$ cat config.mk
export PLATFORM = sky130hd
export DESIGN_NAME = postfix_stack_evaluator_top
export DESIGN_NICKNAME = d
export VERILOG_FILES = /design/src/hw/rtl/pse_pkg.sv /design/src/hw/rtl/pse_div.sv /design/src/hw/rtl/pse_datapath.sv /design/src/hw/rtl/pse_ctrl.sv /design/src/hw/rtl/postfix_stack_evaluator_top.sv
export SDC_FILE = /design/constraint.sdc
export NUM_CORES = 2
export LEC_CHECK = 0
export BUFFER_PORTS_ARGS = -buffer_cell sky130_fd_sc_hd__clkbuf_2
export CORE_MARGIN = 10
export CORE_UTILIZATION = 38
export CTS_CLUSTER_DIAMETER = 150
export CTS_CLUSTER_SIZE = 28
export DETAILED_ROUTE_END_ITERATION = 6
export PLACE_DENSITY = 0.61
export SETUP_SLACK_MARGIN = 0.2
export SLEW_MARGIN = 40
export SYNTH_ARGS = -nofsm -noshare
export SYNTH_HDL_FRONTEND = slang
export SYNTH_SLANG_ARGS = --single-unit
$ cat constraint.sdc
create_clock -name clk -period 7.1 [get_ports clk]
set_input_delay 1.065 -clock clk [delete_from_list [all_inputs] [get_ports clk]]
set_output_delay 1.065 -clock clk [all_outputs]
set_load 0.02 [all_outputs]
$ cat src/hw/rtl/pse_pkg.sv
// Shared types and constants for the postfix stack evaluator.
// Used by the controller, the datapath and the top level; depends on nothing.
package pse_pkg;

    localparam int DATA_W = 32;
    localparam int CHAR_W = 8;

    // Character codes that the evaluator recognizes.
    localparam logic [CHAR_W-1:0] CH_ZERO  = 8'h30;
    localparam logic [CHAR_W-1:0] CH_NINE  = 8'h39;
    localparam logic [CHAR_W-1:0] CH_PLUS  = 8'h2B;
    localparam logic [CHAR_W-1:0] CH_MINUS = 8'h2D;
    localparam logic [CHAR_W-1:0] CH_MUL   = 8'h2A;
    localparam logic [CHAR_W-1:0] CH_DIV   = 8'h2F;

    // Result status codes.
    localparam logic [1:0] ST_OK      = 2'd0;
    localparam logic [1:0] ST_UNDER   = 2'd1;
    localparam logic [1:0] ST_DIVZERO = 2'd2;
    localparam logic [1:0] ST_OVER    = 2'd3;

    // Commands from the controller to the datapath.
    typedef struct packed {
        logic       latch;      // capture the accepted character
        logic       push;       // push the latched digit
        logic       err_set;    // record a sticky error
        logic [1:0] err_val;
        logic       alu_load;   // load the add/sub/mul result
        logic       div_start;  // start the divider
        logic       div_load;   // load the quotient
        logic       pop_write;  // write the result over the left operand and pop one
        logic       emit;       // load the output register and clear the stack
    } cmd_t;

    // Status from the datapath to the controller.
    typedef struct packed {
        logic err_active;
        logic is_digit;
        logic is_op;
        logic is_div;
        logic full;
        logic lt2;
        logic rhs_zero;
        logic div_done;
        logic last;
        logic out_free;
    } sts_t;

endpackage

$ cat src/hw/rtl/pse_div.sv
// Iterative 32-bit signed divider, one quotient bit per cycle, truncating toward zero.
// Depends on pse_pkg for the data width.
module pse_div (
    input  logic                                clk,
    input  logic                                rst_n,
    input  logic                                start,
    input  logic [pse_pkg::DATA_W-1:0]          dividend,
    input  logic [pse_pkg::DATA_W-1:0]          divisor,
    output logic                                done,
    output logic [pse_pkg::DATA_W-1:0]          quotient
);

    localparam int W  = pse_pkg::DATA_W;
    localparam int NW = $clog2(W + 1);

    logic [W-1:0]  rem_reg, rem_next;
    logic [W-1:0]  quo_reg, quo_next;
    logic [W-1:0]  dvs_reg;
    logic          neg_reg;
    logic [NW-1:0] cnt_reg, cnt_next;
    logic          busy_reg, busy_next;
    logic          done_reg, done_next;
    logic [W-1:0]  shifted;
    logic [W:0]    trial;

    // One restoring step on the magnitudes.
    always_comb
    begin
        shifted   = {rem_reg[W-2:0], quo_reg[W-1]};
        trial     = {1'b0, shifted} - {1'b0, dvs_reg};
        rem_next  = rem_reg;
        quo_next  = quo_reg;
        cnt_next  = cnt_reg;
        busy_next = busy_reg;
        done_next = 1'b0;
        if (busy_reg)
        begin
            rem_next = trial[W] ? shifted : trial[W-1:0];
            quo_next = {quo_reg[W-2:0], ~trial[W]};
            cnt_next = cnt_reg - NW'(1);
            if (cnt_reg == NW'(1))
            begin
                busy_next = 1'b0;
                done_next = 1'b1;
            end
        end
    end

    // Control state of the divider.
    always_ff @(posedge clk or negedge rst_n)
    begin
        if (!rst_n)
        begin
            busy_reg <= 1'b0;
            done_reg <= 1'b0;
            cnt_reg  <= '0;
        end
        else if (start)
        begin
            busy_reg <= 1'b1;
            done_reg <= 1'b0;
            cnt_reg  <= NW'(W);
        end
        else
        begin
            busy_reg <= busy_next;
            done_reg <= done_next;
            cnt_reg  <= cnt_next;
        end
    end

    // Operand and partial result registers.
    always_ff @(posedge clk)
    begin
        if (start)
        begin
            rem_reg <= '0;
            quo_reg <= dividend[W-1] ? (W'(0) - dividend) : dividend;
            dvs_reg <= divisor[W-1] ? (W'(0) - divisor) : divisor;
            neg_reg <= dividend[W-1] ^ divisor[W-1];
        end
        else
        begin
            rem_reg <= rem_next;
            quo_reg <= quo_next;
        end
    end

    assign done     = done_reg;
    assign quotient = neg_reg ? (W'(0) - quo_reg) : quo_reg;

endmodule

$ cat src/hw/rtl/pse_datapath.sv
// Datapath of the evaluator: operand stack memory, count, sticky error, ALU,
// divider and output register. Depends on pse_pkg and pse_div.
module pse_datapath #(
    parameter int STACK_DEPTH = 16
) (
    input  logic                                clk,
    input  logic                                rst_n,
    input  pse_pkg::cmd_t                       cmd,
    output pse_pkg::sts_t                       sts,
    input  logic [pse_pkg::CHAR_W-1:0]          in_char,
    input  logic                                in_last,
    output logic                                out_valid,
    input  logic                                out_ready,
    output logic signed [pse_pkg::DATA_W-1:0]   out_value,
    output logic [1:0]                          out_status
);

    localparam int W  = pse_pkg::DATA_W;
    localparam int CW = $clog2(STACK_DEPTH + 1);
    localparam int AW = $clog2(STACK_DEPTH);

    logic [pse_pkg::CHAR_W-1:0] char_reg;
    logic                       last_reg;
    logic [CW-1:0]              count_reg;
    logic [1:0]                 err_reg;
    logic [W-1:0]               res_reg;
    logic [W-1:0]               rd_top_reg;
    logic [W-1:0]               rd_nxt_reg;
    logic [W-1:0]               mem [STACK_DEPTH];
    logic                       out_valid_reg;
    logic [W-1:0]               out_value_reg;
    logic [1:0]                 out_status_reg;

    logic [CW-1:0]              cnt_m1;
    logic [CW-1:0]              cnt_m2;
    logic                       we;
    logic [AW-1:0]              waddr;
    logic [W-1:0]               wdata;
    logic [pse_pkg::CHAR_W-1:0] digit_val;
    logic [2*W-1:0]             product;
    logic [W-1:0]               alu_res;
    logic                       div_done;
    logic [W-1:0]               div_q;
    logic                       out_free;

    assign cnt_m1    = count_reg - CW'(1);
    assign cnt_m2    = count_reg - CW'(2);
    assign digit_val = char_reg - pse_pkg::CH_ZERO;
    assign out_free  = !out_valid_reg || out_ready;

    // Decode of the latched character and stack conditions.
    always_comb
    begin
        sts.err_active = (err_reg != pse_pkg::ST_OK);
        sts.is_digit   = char_reg inside {[pse_pkg::CH_ZERO:pse_pkg::CH_NINE]};
        sts.is_op      = char_reg inside {pse_pkg::CH_PLUS, pse_pkg::CH_MINUS,
                                          pse_pkg::CH_MUL, pse_pkg::CH_DIV};
        sts.is_div     = (char_reg == pse_pkg::CH_DIV);
        sts.full       = (count_reg >= CW'(STACK_DEPTH));
        sts.lt2        = (count_reg < CW'(2));
        sts.rhs_zero   = (rd_top_reg == '0);
        sts.div_done   = div_done;
        sts.last       = last_reg;
        sts.out_free   = out_free;
    end

    // Add, subtract and low half of the product.
    always_comb
    begin
        product = rd_nxt_reg * rd_top_reg;
        case (char_reg)
            pse_pkg::CH_PLUS:  alu_res = rd_nxt_reg + rd_top_reg;
            pse_pkg::CH_MINUS: alu_res = rd_nxt_reg - rd_top_reg;
            default:           alu_res = product[W-1:0];
        endcase
    end

    pse_div u_div (
        .clk      (clk),
        .rst_n    (rst_n),
        .start    (cmd.div_start),
        .dividend (rd_nxt_reg),
        .divisor  (rd_top_reg),
        .done     (div_done),
        .quotient (div_q)
    );

    // Stack write port: a pushed digit or an operator result.
    always_comb
    begin
        we    = cmd.push || cmd.pop_write;
        waddr = cmd.push ? count_reg[AW-1:0] : cnt_m2[AW-1:0];
        wdata = cmd.push ? {{(W - pse_pkg::CHAR_W){1'b0}}, digit_val} : res_reg;
    end

    // Operand stack memory with registered reads of the two top entries.
    always_ff @(posedge clk)
    begin
        if (we)
        begin
            mem[waddr] <= wdata;
        end
        rd_top_reg <= mem[cnt_m1[AW-1:0]];
        rd_nxt_reg <= mem[cnt_m2[AW-1:0]];
    end

    // Payload registers: latched character and operation result.
    always_ff @(posedge clk)
    begin
        if (cmd.latch)
        begin
            char_reg <= in_char;
            last_reg <= in_last;
        end
        if (cmd.alu_load)
        begin
            res_reg <= alu_res;
        end
        else if (cmd.div_load)
        begin
            res_reg <= div_q;
        end
    end

    // Stack count and sticky error.
    always_ff @(posedge clk or negedge rst_n)
    begin
        if (!rst_n)
        begin
            count_reg <= '0;
            err_reg   <= pse_pkg::ST_OK;
        end
        else if (cmd.emit)
        begin
            count_reg <= '0;
            err_reg   <= pse_pkg::ST_OK;
        end
        else
        begin
            if (cmd.push)
            begin
                count_reg <= count_reg + CW'(1);
            end
            else if (cmd.pop_write)
            begin
                count_reg <= cnt_m1;
            end
            if (cmd.err_set)
            begin
                err_reg <= cmd.err_val;
            end
        end
    end

    // Output register valid flag.
    always_ff @(posedge clk or negedge rst_n)
    begin
        if (!rst_n)
        begin
            out_valid_reg <= 1'b0;
        end
        else if (cmd.emit)
        begin
            out_valid_reg <= 1'b1;
        end
        else if (out_ready)
        begin
            out_valid_reg <= 1'b0;
        end
    end

    // Output payload: the top of stack, or zero with the failing status.
    always_ff @(posedge clk)
    begin
        if (cmd.emit)
        begin
            if (err_reg != pse_pkg::ST_OK)
            begin
                out_value_reg  <= '0;
                out_status_reg <= err_reg;
            end
            else if (count_reg == '0)
            begin
                out_value_reg  <= '0;
                out_status_reg <= pse_pkg::ST_UNDER;
            end
            else
            begin
                out_value_reg  <= rd_top_reg;
                out_status_reg <= pse_pkg::ST_OK;
            end
        end
    end

    assign out_valid  = out_valid_reg;
    assign out_value  = out_value_reg;
    assign out_status = out_status_reg;

endmodule

$ cat src/hw/rtl/pse_ctrl.sv
// Controller state machine of the evaluator; sequences one character at a time.
// Depends on pse_pkg for the command and status structs.
module pse_ctrl (
    input  logic           clk,
    input  logic           rst_n,
    input  logic           in_valid,
    output logic           in_ready,
    input  pse_pkg::sts_t  sts,
    output pse_pkg::cmd_t  cmd
);

    localparam logic [2:0] S_IDLE = 3'd0;
    localparam logic [2:0] S_DEC  = 3'd1;
    localparam logic [2:0] S_EXEC = 3'd2;
    localparam logic [2:0] S_DIV  = 3'd3;
    localparam logic [2:0] S_WB   = 3'd4;
    localparam logic [2:0] S_END  = 3'd5;
    localparam logic [2:0] S_EMIT = 3'd6;

    logic [2:0] state_reg, state_next;

    // Next state and datapath commands.
    always_comb
    begin
        state_next = state_reg;
        cmd        = '0;
        in_ready   = 1'b0;
        case (state_reg)
            S_IDLE:
            begin
                in_ready = 1'b1;
                if (in_valid)
                begin
                    cmd.latch  = 1'b1;
                    state_next = S_DEC;
                end
            end
            S_DEC:
            begin
                state_next = S_END;
                if (!sts.err_active)
                begin
                    if (sts.is_digit)
                    begin
                        if (sts.full)
                        begin
                            cmd.err_set = 1'b1;
                            cmd.err_val = pse_pkg::ST_OVER;
                        end
                        else
                        begin
                            cmd.push = 1'b1;
                        end
                    end
                    else if (sts.is_op)
                    begin
                        if (sts.lt2)
                        begin
                            cmd.err_set = 1'b1;
                            cmd.err_val = pse_pkg::ST_UNDER;
                        end
                        else
                        begin
                            state_next = S_EXEC;
                        end
                    end
                end
            end
            S_EXEC:
            begin
                if (!sts.is_div)
                begin
                    cmd.alu_load = 1'b1;
                    state_next   = S_WB;
                end
                else if (sts.rhs_zero)
                begin
                    cmd.err_set = 1'b1;
                    cmd.err_val = pse_pkg::ST_DIVZERO;
                    state_next  = S_END;
                end
                else
                begin
                    cmd.div_start = 1'b1;
                    state_next    = S_DIV;
                end
            end
            S_DIV:
            begin
                if (sts.div_done)
                begin
                    cmd.div_load = 1'b1;
                    state_next   = S_WB;
                end
            end
            S_WB:
            begin
                cmd.pop_write = 1'b1;
                state_next    = S_END;
            end
            S_END:
            begin
                // This cycle lets the stack read settle on the final count.
                state_next = sts.last ? S_EMIT : S_IDLE;
            end
            S_EMIT:
            begin
                if (sts.out_free)
                begin
                    cmd.emit   = 1'b1;
                    state_next = S_IDLE;
                end
            end
            default:
            begin
                state_next = S_IDLE;
            end
        endcase
    end

    // State register.
    always_ff @(posedge clk or negedge rst_n)
    begin
        if (!rst_n)
        begin
            state_reg <= S_IDLE;
        end
        else
        begin
            state_reg <= state_next;
        end
    end

endmodule

$ cat src/hw/rtl/postfix_stack_evaluator_top.sv
// Postfix expression evaluator: one ASCII character per input transfer.
// Digits, ignored characters and stack errors go through decode and end states; a zero
// divisor adds execute, + - * add execute and write-back, and / also waits on the 32-step
// divider; a final character then loads the result in the emit state, which waits on a stall.
// rst_n is asynchronous, active low: the stack is empty, no error, no result pending.
// Stack contents are not cleared by reset; only entries below the count are read.
module postfix_stack_evaluator_top #(
    parameter int STACK_DEPTH = 16
) (
    input  logic               clk,
    input  logic               rst_n,
    input  logic               s_tvalid,
    output logic               s_tready,
    input  logic [7:0]         s_tdata,   // [7:0] char_code
    input  logic               s_tlast,   // end_of_expr
    output logic               m_tvalid,
    input  logic               m_tready,
    output logic signed [31:0] m_tdata,   // [31:0] value
    output logic [1:0]         m_tuser    // [1:0] status
);

    pse_pkg::cmd_t cmd;
    pse_pkg::sts_t sts;

    pse_ctrl u_ctrl (
        .clk      (clk),
        .rst_n    (rst_n),
        .in_valid (s_tvalid),
        .in_ready (s_tready),
        .sts      (sts),
        .cmd      (cmd)
    );

    pse_datapath #(
        .STACK_DEPTH (STACK_DEPTH)
    ) u_dp (
        .clk        (clk),
        .rst_n      (rst_n),
        .cmd        (cmd),
        .sts        (sts),
        .in_char    (s_tdata),
        .in_last    (s_tlast),
        .out_valid  (m_tvalid),
        .out_ready  (m_tready),
        .out_value  (m_tdata),
        .out_status (m_tuser)
    );

endmodule

==> flow_summary.json <==
{
  "cts.path.max_buffers": 3,
  "setup_viol": 0,
  "drtIter0Drc": 3105,
  "wire_per_inst_um": 24.5,
  "wirelength_um": 155000,
  "drive_above_1_share": 0.200,
  "worstMarginPinSlew_ps": 841,
  "largest_register_ffs": 512,
  "slowest_delay_ps": 580,
  "die-area_um2": 157000,
  "crit_fanout": 8,
  "start_util": 0.382,
  "final-hold-violation-count": 0,
  "postRouteAntennaNets": 0,
  "cts_tree": "done",
  "gp_congestion": 0.914,
  "max_freq_mhz": 143,
  "core_um2": 141000,
  "grt_pass1_wl_um": 233000,
  "drv_slew": 0,
  "synthCells": 4308,
  "ys_warn_count": 0,
  "synth_seq_cells": 766,
  "largest-register": "u_dp.mem",
  "ys_seq_area_frac": 0.407,
  "cp_data_arrival_time_ps": 7480,
  "outcome": "complete, no violations",
  "startpoint_type": "flip-flop",
  "hpwl_um": 109000,
  "path_clk_slew_ps": 120,
  "synth_enable_flop_cells": 652,
  "slowest_stage": "fa_2",
  "vias": 35100,
  "synthArstFlopShare": 0.0248,
  "synth.distinct_cells": 78,
  "cts_sinks": 766,
  "antenna_found_initial": 17,
  "finalWorstSetupSlack_ps": 101,
  "synth_fp_nets": 4931,
  "finalCritPeriodShare": 0.986,
  "postCtsHoldBufs": 0,
  "rsz0062_at_grt": "true",
  "syn_area_per_cell_um2": 12.5,
  "clock_latency_ps": 660,
  "synth_flop_cell": "edfxtp_1",
  "grt_max_degree": 77,
  "relSlewSlack": 0.439,
  "critPathBufInv": 6,
  "synth_area_um2": 53900,
  "tns_ps": 0,
  "drc": 0,
  "cts_buffers": 34,
  "endpoint_kind": "flip-flop",
  "die_h_um": 397,
  "num_rows": 138,
  "grt_usage": 0.195,
  "cp_common_cell": "fa_1",
  "area_delta_synth_final_pct": 11.1,
  "layout.cells.non_filler": 6326,
  "fin_nets": 5031,
  "die-width_um": 397,
  "period_minus_slack_ps": 7000,
  "dpl_worst_slack_ps": -390,
  "final_common_cell": "edfxtp_1",
  "finalClockSkew_ps": 51.3,
  "maxCapViolCount": 0,
  "dp.cells": 6250,
  "required_ps": 7580,
  "worstHoldPathType": "in -> async",
  "first_global_vias": 35800,
  "mostFrequentLayoutCells": "edfxtp_1 (652), inv_1 (436), fa_1 (393)",
  "ios": 49,
  "htree_levels": 2,
  "vias_per_cell": 5.54,
  "cp_top_family": "adder cells",
  "path_class": "reg -> reg",
  "root_buffer": "clkbuf_16",
  "grt_overflow": 0,
  "path_cells": "buf_12, buf_4, buf_4, and2_1, fa_1, inv_1, fa_1, fa_2, fa_1, inv_1, fa_1, fa_1, fa_2, fa_1, ha_1, a21oi_1, o21ai_2, and3_4, a221oi_2, buf_4, a21oi_2, xor2_1, nor3_1, a211oi_1",
  "port_buffers": 48,
  "dr.pass1.iters": 5
}
[cells in the mapped netlist (all sizes together), types with 95 or more instances]
cell type    n  area (um^2)
edfxtp     652        19600
inv        449         1690
fa         410         8210
nand2      394         1490
and2       361         2260
mux4       320         7210
clkbuf     243          915
ha         200         2500
o21ai      152          761
nor2       137          514
xnor2      134         1170
a21oi      123          616
xor2       121         1060
dfxtp       95         1900
[per-stage QoR]
step | utilization | area, um^2 | hold WS [ps]
3_5_place_dp | 0.411 | 58000 | 487
3_3_place_gp | 0.410 | 58000 | 485
6_report | 0.424 | 59900 | 376
5_1_grt | 0.424 | 59900 | 396
4_1_cts | 0.420 | 59400 | 360
2_1_floorplan | - | 53900 | 463
[layout make-up]
cell class	count	area, um^2
Clock inverter	6	114
Timing Repair Buffer	337	2790
Antenna cell	2	5.00
Inverter	449	1690
Clock buffer	56	933
Fill cell	13100	81300
Tap cell	1890	2360
Sequential cell	766	22000
Multi-Input combinational cell	2820	30000
[timing repair]
action	in CTS	in global routing
resized for setup	76	103
endpoints found under the setup margin	16	19
pin swaps	30	91
setup buffers	3	8
[routing by layer]
layer	wire [um]	share of wire	GRT usage	vias to the layer above
li1	-	-	-	15300
met5	110	0.00071	0	-
met1	63400	0.41	0.262	18300
met3	11900	0.076	0.0326	255
met4	5370	0.035	0.0624	16
met2	74300	0.48	0.320	1250
[logic make-up (layout without fill, tap and decap cells)]
logic type | after synthesis | in the layout | share of synthesized area
muxes | 342 | 342 | 0.138
AOI/OAI and AO/OA | 518 | 518 | 0.0605
buffers and inverters | 722 | 848 | 0.0512
xor gates and xnor gates | 255 | 255 | 0.0414
and+or+nand+nor | 1095 | 1095 | 0.103
DFF | 766 | 766 | 0.407
adders and majority gates | 610 | 610 | 0.199
other | 0 | 2 | 0
[path summary, 6_finish.rpt]
| kind | slack, ps | to | depth (start not counted) | start |
|---|---|---|---|---|
| max | 100 | u_dp.res_reg[28] | 24 | u_dp.rd_top_reg[2] |
| min | 380 | u_dp.count_reg[0] | 1 | rst_n |
| max reg2reg | 100 | u_dp.res_reg[28] | 24 | u_dp.rd_top_reg[2] |
| min reg2reg | 510 | u_dp.u_div.rem_reg[1] | 2 | u_dp.u_div.rem_reg[1] |
| min in group clk | 510 | u_dp.u_div.rem_reg[1] | 2 | u_dp.u_div.rem_reg[1] |
| max in group asynchronous | 6330 | u_dp.count_reg[1] | 1 | rst_n |
Power is left out: the tool's default activity adds up to more than one toggle a clock period on the data nets, which glitch-free logic cannot reach.
